<file path="src/sv/kpvt_pkg.sv">
// Package for the position/velocity tracker: payload structs, controller commands,
// fixed-point constants and saturation helpers.
// No dependencies.
package kpvt_pkg;

  localparam int FRAC_BITS_DEF = 16;
  localparam int VAL_W = 48;
  localparam int CFG_W = 16;
  localparam int MS_W = 12;
  localparam int OUT_W = 32;
  localparam int DIG_W = 16;
  localparam int PC_W = 6;

  localparam logic signed [VAL_W-1:0] POS48 = {1'b0, {(VAL_W-1){1'b1}}};
  localparam logic signed [VAL_W-1:0] NEG48 = {1'b1, {(VAL_W-1){1'b0}}};
  localparam logic [VAL_W-1:0] MAG48 = {1'b1, {(VAL_W-1){1'b0}}};

  localparam logic [CFG_W-1:0] RST_SCALE = 16'd1500;
  localparam logic [CFG_W-1:0] RST_RNOISE = 16'd30;
  localparam logic [CFG_W-1:0] RST_INITPOS = 16'd650;
  localparam logic [CFG_W-1:0] RST_INITVAR = 16'd1;

  // Milliseconds to seconds: divide by 1000 with halves rounding up.
  localparam logic [9:0] DT_DIVISOR = 10'd1000;
  localparam logic [8:0] DT_ROUND = 9'd500;

  typedef logic signed [VAL_W-1:0] val_t;

  typedef enum logic [1:0] {
    CFG_SCALE   = 2'd0,
    CFG_RNOISE  = 2'd1,
    CFG_INITPOS = 2'd2,
    CFG_INITVAR = 2'd3
  } cfg_idx_t;

  typedef enum logic [3:0] {
    OP_ADD, OP_ADD3, OP_SUB, OP_MUL, OP_SCL0, OP_SCL1, OP_SCL2,
    OP_DIVDT, OP_DIVK, OP_BRANCH, OP_DONE
  } op_t;

  typedef enum logic [4:0] {
    SEL_ZERO, SEL_DT, SEL_DT2, SEL_DT3, SEL_DT4, SEL_QPP, SEL_QPV, SEL_QVV,
    SEL_TMP, SEL_TMP2, SEL_X0P, SEL_T, SEL_P00P, SEL_P01P, SEL_P11P, SEL_S,
    SEL_K0, SEL_K1, SEL_Y, SEL_POS, SEL_VEL, SEL_PP, SEL_PV, SEL_VV,
    SEL_RSH, SEL_DEPTH, SEL_SCALE
  } sel_t;

  typedef struct packed {
    op_t  op;
    sel_t a;
    sel_t b;
    sel_t c;
    sel_t dst;
  } cmd_t;

  typedef struct packed {
    logic start;
    logic in_load;
    logic out_load;
    logic cfg_we;
    cmd_t cmd;
  } ctl_t;

  typedef struct packed {
    logic done;
    logic s_pos;
  } status_t;

  typedef struct packed {
    logic [MS_W-1:0]  delta_ms;
    logic [CFG_W-1:0] depth_mm;
  } in_t;

  typedef struct packed {
    logic [CFG_W-1:0]        observed_mm;
    logic signed [OUT_W-1:0] predicted_pos;
    logic signed [OUT_W-1:0] updated_pos;
  } out_t;

  // Saturate a wide sum to the 48-bit state range.
  function automatic val_t sat48(input logic signed [VAL_W+1:0] v);
    if (v[VAL_W+1:VAL_W-1] == {3{v[VAL_W+1]}}) return v[VAL_W-1:0];
    return v[VAL_W+1] ? NEG48 : POS48;
  endfunction

  // Saturate a state value to the 32-bit output range.
  function automatic logic signed [OUT_W-1:0] sat32(input val_t v);
    if (v[VAL_W-1:OUT_W-1] == {(VAL_W-OUT_W+1){v[VAL_W-1]}}) return v[OUT_W-1:0];
    return v[VAL_W-1] ? {1'b1, {(OUT_W-1){1'b0}}} : {1'b0, {(OUT_W-1){1'b1}}};
  endfunction

  function automatic logic [VAL_W-1:0] mag48(input val_t v);
    return v[VAL_W-1] ? VAL_W'(-v) : VAL_W'(v);
  endfunction

  // Apply a sign to a magnitude already capped at 2^47.
  function automatic val_t sgn_sat(input logic [VAL_W-1:0] m, input logic neg);
    if (neg) return VAL_W'(-m);
    return m[VAL_W-1] ? POS48 : val_t'(m);
  endfunction

endpackage

</file>
<file path="src/sv/kpvt_ctrl.sv">
// Controller for the tracker: a sequencer that steps through the filter program
// and drives the datapath by command. Depends on kpvt_pkg.
module kpvt_ctrl (
  input  logic              clk,
  input  logic              rst,
  input  logic              in_valid,
  output logic              in_stall,
  output logic              out_valid,
  input  logic              out_stall,
  input  logic              cfg_valid,
  output logic              cfg_ready,
  input  kpvt_pkg::status_t status,
  output kpvt_pkg::ctl_t    ctl
);
  import kpvt_pkg::*;

  localparam logic [PC_W-1:0] ELSE_PC = 6'd32;

  typedef enum logic [3:0] {
    S_IDLE = 4'b0001,
    S_EXEC = 4'b0010,
    S_WAIT = 4'b0100,
    S_OUT  = 4'b1000
  } state_t;

  state_t state, state_next;
  logic [PC_W-1:0] pc, pc_next;
  logic out_valid_next;
  cmd_t cmd;

  function automatic cmd_t mk(input op_t op, input sel_t a, input sel_t b,
                              input sel_t c, input sel_t dst);
    cmd_t r;
    r.op = op;
    r.a = a;
    r.b = b;
    r.c = c;
    r.dst = dst;
    return r;
  endfunction

  // Filter program: prediction, innovation check, then correction or copy.
  function automatic cmd_t prog(input logic [PC_W-1:0] p);
    cmd_t r;
    unique case (p)
      6'd0:  r = mk(OP_DIVDT, SEL_ZERO, SEL_ZERO, SEL_ZERO, SEL_DT);
      6'd1:  r = mk(OP_MUL, SEL_DT, SEL_DT, SEL_ZERO, SEL_DT2);
      6'd2:  r = mk(OP_MUL, SEL_DT2, SEL_DT, SEL_ZERO, SEL_DT3);
      6'd3:  r = mk(OP_MUL, SEL_DT3, SEL_DT, SEL_ZERO, SEL_DT4);
      6'd4:  r = mk(OP_SCL2, SEL_SCALE, SEL_DT4, SEL_ZERO, SEL_QPP);
      6'd5:  r = mk(OP_SCL1, SEL_SCALE, SEL_DT3, SEL_ZERO, SEL_QPV);
      6'd6:  r = mk(OP_SCL0, SEL_SCALE, SEL_DT2, SEL_ZERO, SEL_QVV);
      6'd7:  r = mk(OP_MUL, SEL_DT, SEL_VEL, SEL_ZERO, SEL_TMP);
      6'd8:  r = mk(OP_ADD, SEL_POS, SEL_TMP, SEL_ZERO, SEL_X0P);
      6'd9:  r = mk(OP_MUL, SEL_DT, SEL_VV, SEL_ZERO, SEL_TMP);
      6'd10: r = mk(OP_ADD, SEL_PV, SEL_TMP, SEL_ZERO, SEL_T);
      6'd11: r = mk(OP_MUL, SEL_DT, SEL_PV, SEL_ZERO, SEL_TMP);
      6'd12: r = mk(OP_MUL, SEL_DT, SEL_T, SEL_ZERO, SEL_TMP2);
      6'd13: r = mk(OP_ADD3, SEL_PP, SEL_TMP, SEL_TMP2, SEL_P00P);
      6'd14: r = mk(OP_ADD, SEL_P00P, SEL_QPP, SEL_ZERO, SEL_P00P);
      6'd15: r = mk(OP_ADD, SEL_T, SEL_QPV, SEL_ZERO, SEL_P01P);
      6'd16: r = mk(OP_ADD, SEL_VV, SEL_QVV, SEL_ZERO, SEL_P11P);
      6'd17: r = mk(OP_ADD, SEL_P00P, SEL_RSH, SEL_ZERO, SEL_S);
      6'd18: r = mk(OP_BRANCH, SEL_ZERO, SEL_ZERO, SEL_ZERO, SEL_ZERO);
      6'd19: r = mk(OP_DIVK, SEL_P00P, SEL_P01P, SEL_S, SEL_K0);
      6'd20: r = mk(OP_SUB, SEL_DEPTH, SEL_X0P, SEL_ZERO, SEL_Y);
      6'd21: r = mk(OP_MUL, SEL_K0, SEL_Y, SEL_ZERO, SEL_TMP);
      6'd22: r = mk(OP_ADD, SEL_X0P, SEL_TMP, SEL_ZERO, SEL_POS);
      6'd23: r = mk(OP_MUL, SEL_K1, SEL_Y, SEL_ZERO, SEL_TMP);
      6'd24: r = mk(OP_ADD, SEL_VEL, SEL_TMP, SEL_ZERO, SEL_VEL);
      6'd25: r = mk(OP_MUL, SEL_K0, SEL_P00P, SEL_ZERO, SEL_TMP);
      6'd26: r = mk(OP_SUB, SEL_P00P, SEL_TMP, SEL_ZERO, SEL_PP);
      6'd27: r = mk(OP_MUL, SEL_K0, SEL_P01P, SEL_ZERO, SEL_TMP);
      6'd28: r = mk(OP_SUB, SEL_P01P, SEL_TMP, SEL_ZERO, SEL_PV);
      6'd29: r = mk(OP_MUL, SEL_K1, SEL_P01P, SEL_ZERO, SEL_TMP);
      6'd30: r = mk(OP_SUB, SEL_P11P, SEL_TMP, SEL_ZERO, SEL_VV);
      6'd32: r = mk(OP_ADD, SEL_X0P, SEL_ZERO, SEL_ZERO, SEL_POS);
      6'd33: r = mk(OP_ADD, SEL_P00P, SEL_ZERO, SEL_ZERO, SEL_PP);
      6'd34: r = mk(OP_ADD, SEL_P01P, SEL_ZERO, SEL_ZERO, SEL_PV);
      6'd35: r = mk(OP_ADD, SEL_P11P, SEL_ZERO, SEL_ZERO, SEL_VV);
      default: r = mk(OP_DONE, SEL_ZERO, SEL_ZERO, SEL_ZERO, SEL_ZERO);
    endcase
    return r;
  endfunction

  assign cmd = prog(pc);
  assign in_stall = (state != S_IDLE);
  assign cfg_ready = (state == S_IDLE);

  // Next state, program counter and command strobes.
  always_comb begin
    state_next = state;
    pc_next = pc;
    ctl.start = 1'b0;
    ctl.in_load = 1'b0;
    ctl.out_load = 1'b0;
    ctl.cfg_we = cfg_valid && cfg_ready;
    ctl.cmd = cmd;
    unique case (state)
      S_IDLE: begin
        if (in_valid) begin
          ctl.in_load = 1'b1;
          pc_next = '0;
          state_next = S_EXEC;
        end
      end
      S_EXEC: begin
        unique case (cmd.op) inside
          OP_ADD, OP_ADD3, OP_SUB: begin
            ctl.start = 1'b1;
            pc_next = pc + 1'b1;
          end
          OP_BRANCH: begin
            pc_next = status.s_pos ? pc + 1'b1 : ELSE_PC;
          end
          OP_DONE: begin
            state_next = S_OUT;
          end
          default: begin
            ctl.start = 1'b1;
            state_next = S_WAIT;
          end
        endcase
      end
      S_WAIT: begin
        if (status.done) begin
          pc_next = pc + 1'b1;
          state_next = S_EXEC;
        end
      end
      S_OUT: begin
        if (!out_valid || !out_stall) begin
          ctl.out_load = 1'b1;
          state_next = S_IDLE;
        end
      end
      default: state_next = S_IDLE;
    endcase
  end

  // Output request flag: set on load, cleared when taken.
  always_comb begin
    out_valid_next = out_valid;
    if (ctl.out_load) out_valid_next = 1'b1;
    else if (!out_stall) out_valid_next = 1'b0;
  end

  always_ff @(posedge clk) begin
    if (rst) begin
      state <= S_IDLE;
      pc <= '0;
      out_valid <= 1'b0;
    end else begin
      state <= state_next;
      pc <= pc_next;
      out_valid <= out_valid_next;
    end
  end

endmodule

</file>
<file path="config.mk">
export PLATFORM = sky130hd
export DESIGN_NAME = kpvt_ctrl
export DESIGN_NICKNAME = d
export VERILOG_FILES = /design/src/sv/kpvt_pkg.sv /design/src/sv/kpvt_ctrl.sv
export SDC_FILE = /design/constraint.sdc
export NUM_CORES = 1
export LEC_CHECK = 0
export BUFFER_PORTS_ARGS = -buffer_cell sky130_fd_sc_hd__buf_2
export CAP_MARGIN = 30
export CORE_MARGIN = 2
export CORE_UTILIZATION = 31
export DETAILED_ROUTE_END_ITERATION = 8
export PLACE_DENSITY = 0.49
export SLEW_MARGIN = 0
export SYNTH_ARGS = -nofsm -noshare
export SYNTH_HDL_FRONTEND = slang
export SYNTH_SLANG_ARGS = --single-unit
</file>
<file path="constraint.sdc">
create_clock -name clk -period 5.5 [get_ports clk]
set_clock_uncertainty 0.05 [all_clocks]
set_input_delay 1.65 -clock clk [delete_from_list [all_inputs] [get_ports clk]]
set_output_delay 1.65 -clock clk [all_outputs]
set_load 0.03 [all_outputs]
</file>
Yosys cells after proc, flatten, opt, wreduce, memory -nomap -nowiden
Memory sizes are Yosys's and may differ from the RTL's. A register that Yosys moved wholly into a read port is not among the register bits.
Cells that the tools add are included.
{"block": "word_totals", "register_bits": 11, "mem_count": 1, "latch_bits": 0, "rom_bits": 1472, "elab_cells": 51, "ramBits": 0, "output_inout_bits": 31}
{"block": "classes", "n_bitwise": 0, "n_mul": 0, "addsub": 1, "n_shift": 0, "eq_ne": 15, "div": 0, "n_lt_le_gt_ge": 0, "reduce_logical": 11, "n_mux": 20}
{"name": "(name not given)", "words": 64, "width": 23, "rd": 1, "rd_clocked_by_memory_dff": 1, "write_ports": 0, "line_no": "kpvt_ctrl.sv:45", "rtl": "unique case (p)"}
{"cell": "6-bit 2-to-1 mux", "n": 5}
{"cell": "6-bit case mux with 3 select lines", "n": 1}
{"cell": "4-bit case mux with 4 select lines", "n": 1}
{"cell": "4-bit == test, second input constant", "n": 3}
{"cell": "4-bit 2-to-1 mux", "n": 3}
{"cell": "6-bit case mux with 2 select lines", "n": 1}
{"cell": "4-bit by 1-bit == test with 1-bit output, second input constant", "n": 2}
{"cell": "4-bit by 2-bit == test with 1-bit output, second input constant", "n": 2}
{"cell": "1-bit 2-to-1 mux", "n": 8}
{"cell": "2-bit inequality test, second input constant", "n": 4}
{"cell": "4-bit case mux with 2 select lines", "n": 1}
{"cell": "4-bit AND reduction", "n": 2}
{"cell": "6-bit by 1-bit adder with 6-bit output, second input constant", "n": 1}
{"cell": "4-bit by 3-bit == test with 1-bit output, second input constant", "n": 1}
{"cell": "4-bit logical NOT", "n": 1}
{"cell": "4-bit by 1-bit inequality test with 1-bit output, second input constant", "n": 1}
{"cell": "4-bit OR reduction", "n": 1}
{"cell": "3-bit inequality test, second input constant", "n": 1}
{"cell": "3-bit nonzero test", "n": 1}
{"cell": "3-bit OR reduction", "n": 1}
{"cell": "1-bit logical NOT", "n": 2}
{"cell": "2-bit by 1-bit inequality test with 1-bit output, second input constant", "n": 1}
{"cell": "2-bit OR reduction", "n": 1}
{"cell": "1-bit logical AND", "n": 1}
{"cell": "1-bit logical OR", "n": 1}

Depth between registers and ports, before layout
{"block": "depth", "word_depth": 6, "depth_mapped": 14, "mapped_depth_nobuf": 11}

Least setup slack after synthesis
No wires, ideal clock.
{"block": "synth_path", "path_type": "input to register", "startpoint": "input port in_valid", "endpoint": "register cmd[16] (netlist name)", "t_required_ns": 5.358, "setup_slack_ns": 1.281, "arrival_ns": 4.076, "path_stages": 12, "path_cell_list": "nor3b_1 o21a_1 buf_1 o21ai_0 nand2_1 nand2_1 clkinv_1 ha_1 clkbuf_1 nand3_1 o221a_1 o32ai_1"}
{"block": "synth_via", "elab_chain_cells": 4}
{"element": "from (decl)", "line_no": "kpvt_ctrl.sv:6", "rtl": "input logic in_valid,"}
{"element": "2-bit inequality test (no line)"}
{"element": "4-bit AND reduction (no line)"}
{"element": "6-bit 2-to-1 mux (no line) (2 in series)"}
Every way passes these cells.
A chain may end at the register's enable or synchronous reset.

Worst setup path after layout
{"block": "layout_path", "startpoint": "input port in_valid", "endpoint": "register cmd[0] (netlist name)"}
{"block": "layout_via", "elab_chain_cells": 4}
{"element": "2-bit inequality test (no line)"}
{"element": "4-bit AND reduction (no line)"}
{"element": "6-bit 2-to-1 mux (no line) (2 in series)"}
Every way passes these cells.

==> results.toml <==
[run_status]
run_status = "completed"

[cts]
cts-root-buf = "clkbuf_8"
path_clk_slew_ns = 0.08
htree_levels = 2
post_cts_buffers = 0
clk-insertion-delay-late_ns = 0.28
numCtsBuffers = 5
cts_tree = "yes"
ctsHoldBuffers = 0
cts_max_path_buffers = 2
cts.sinks = 32
postCtsResizedCells = 0

[floorplan]
dieArea_mm2 = 0.00819
die_y_um = 90.5
fp.dieW_um = 90.5
core_area_mm2 = 0.00725
io_pins = 38
start_util_pct = 32.0
num_rows = 31

[routing]
route.detailed.drc = 0
wl_met1_um = 2930
drt_first_pass_iters = 4
routedWlPerCell_um = 16.1
drt-total-wl_um = 6510
final_antenna_net_count = 0
maxUsedRoutingLayer = "met4"
drtIter0Drc = 258
viasPerCell = 5.52
dr_wl_met2_um = 2860
met3_length_um = 539
vias = 2232

[global_routing]
grt_usage_pct = 16.5
grt_pass1_vias = 2135
grt_pass1_wl_um = 11000
grt_max_degree = 23
gr-total-overflow = 0
antenna_found_initial = 0

[yosys]
syn_area_per_cell_um2 = 8.34
synth_area_mm2 = 0.00232
ys_types = 70
ys_top_cells_by_area = "dfxtp_1, ha_1, nor2_1"
synth.top_cell.area_share_pct = 27.6
yosys.area.top_type = "dfxtp_1"
synth_ff_type = "dfxtp_1"
synth-seq-cells = 32
seq_area_frac_synth_pct = 27.6
syn-num-nets = 296
ys_warn_count = 0
ys_async_sr_fraction_pct = 0
synth_edf_count = 0
synth_cells = 278

[placement]
dp_cells = 396
port_buffers = 36
dpl.hpwl_um = 4570
place.gp.congestion = 0.906

[flow_run]
drv_cap = 0

[timing]
fin_crit_sh_pct = 82.3
final_max_slew_viol_count = 0
hold_viol_final = 0
rsz0062_at_grt = "no"
fmax_mhz = 221
tightest_slew_ns = 0.631
max-slew-margin-rel_pct = 57.9
hold_slack_ns = 0.443
finalSetupTns_ns = 0
min_period_ns = 4.53
setup_viol = 0

[layout]
num-nets-final = 322
stdcell_count = 404
drive_above_1_share_pct = 24.3
syn2layout_area_growth_pct = 12.4
diodes = 0

[pwr]
ir_drop_mv = 0.121
p_per_area_mw_per_mm2 = 381
power.internal_mw = 0.525
switchingPower_mw = 0.467
leakage_nw = 1.09
p_sw_share_pct = 47.1
seq_power_share_pct = 28.1
p_clk_share_pct = 19.1
pwr-share-comb_pct = 52.8

[hold_path]
holdCritPathClass = "reg2reg"

[setup_path]
required_ns = 5.61
worstPathMaxFanout = 14
path_class = "in2reg"
crit_path_end_kind = "register"
critPathLaunchType = "input port"
worstPathArrival_ns = 4.63
area by class of cell:
class | count | area, µm²
multi-input combinational | 210 | 1470
sequential | 32 | 641
timing repair buffer | 42 | 225
inverter | 13 | 56.3
clock inverter | 2 | 10.0
fill | 770 | 4650
clock buffer | 6 | 82.6
tap | 99 | 124
state kept, by name (all words and copies together) (netlist names):
| name | flops |
|---|---|
| out_valid | 1 |
| cmd | 21 |
| state | 4 |
| pc | 6 |
routing by layer:
layer	up-vias	GRT usage, %
li1	1083	-
met1	1031	22.5
met2	101	24.5
met3	17	4.51
met4	0	6.54
met5	-	0
cells in the final DEF, fill, tap and decap left out, types with 3 or more instances in the layout:
cell type	instances
o211ai_1	3
buf_2	36
o21a_1	3
a221oi_1	7
dfxtp_1	32
a211oi_1	3
mux2i_1	6
o32ai_1	3
clkbuf_8	6
a21oi_1	11
nor2_1	25
nor3_1	4
nand2_1	22
buf_4	6
inv_1	9
nor3b_1	3
ha_1	11
and3_1	3
a31oi_1	3
nand3_1	13
nand2_4	3
o221ai_1	3
o31a_1	3
o21ai_0	10
o22ai_1	3
xnor2_1	4
and2_1	5
o31ai_1	5
nand2b_1	6
final timing paths:
path                            startpoint        end  slack (ns)  cells past startpoint
worst max-delay path              in_valid     cmd[0]        0.97                     11
worst min-delay path             out_valid  out_valid        0.44                      2
worst max register to register    state[2]     cmd[0]        1.60                     10
worst min register to register   out_valid  out_valid        0.44                      2
cells in the mapped netlist, types with 5 or more instances:
cell	instances
dfxtp_1	32
o31ai_1	5
mux2i_1	6
a21oi_1	11
and2_1	5
o21ai_0	10
nand2_1	22
inv_1	9
nor2_1	25
buf_2	6
a221oi_1	7
nand3_1	13
clkbuf_1	5
ha_1	11
buf_6	6
nand2b_1	6
stage by stage:
step	total power, mW	utilization [%]	setup WS (ns)	area, µm²
global route	1.06	35.9	0.735	2610
CTS	0.995	35.9	1.05	2610
global placement	0.801	34.7	0.833	2510
floorplan	0.692	-	1.28	2320
detailed placement	0.799	34.7	0.736	2510
finish	0.993	35.9	0.974	2610
power groups by stage:
stage / Sequential [mW] / Clock (mW) / Combinational (mW)
CTS: 0.278 / 0.199 / 0.518
floorplan: 0.295 / 0 / 0.397
global placement: 0.283 / 0 / 0.518
detailed placement: 0.284 / 0 / 0.515
finish: 0.279 / 0.190 / 0.524
global route: 0.284 / 0.209 / 0.573
critical path, cell delays in order:
cell       delay [ns]
buf_2            0.11
nor3b_1          0.26
o21a_1           0.52
o21ai_0          0.20
nand2_1          0.21
nand2_1          0.29
ha_1             0.44
inv_1            0.27
o21ai_0          0.14
a2111oi_0        0.44
a221oi_1         0.08
kinds of logic (layout without fill, tap and decap cells):
family	after synthesis	count (layout)	share of synthesized area, %
AO/OA/AOI/OAI	85	85	28.3
XOR/XNOR	4	4	1.51
adder cells (fa/ha/maj)	11	11	5.94
buffers and inverters	36	63	9.07
flip-flops	32	32	27.6
multiplexers	8	8	3.56
other	1	1	0.162
AND/OR/NAND/NOR	101	101	23.8
No activity file was read; power rests on OpenSTA's default activity.
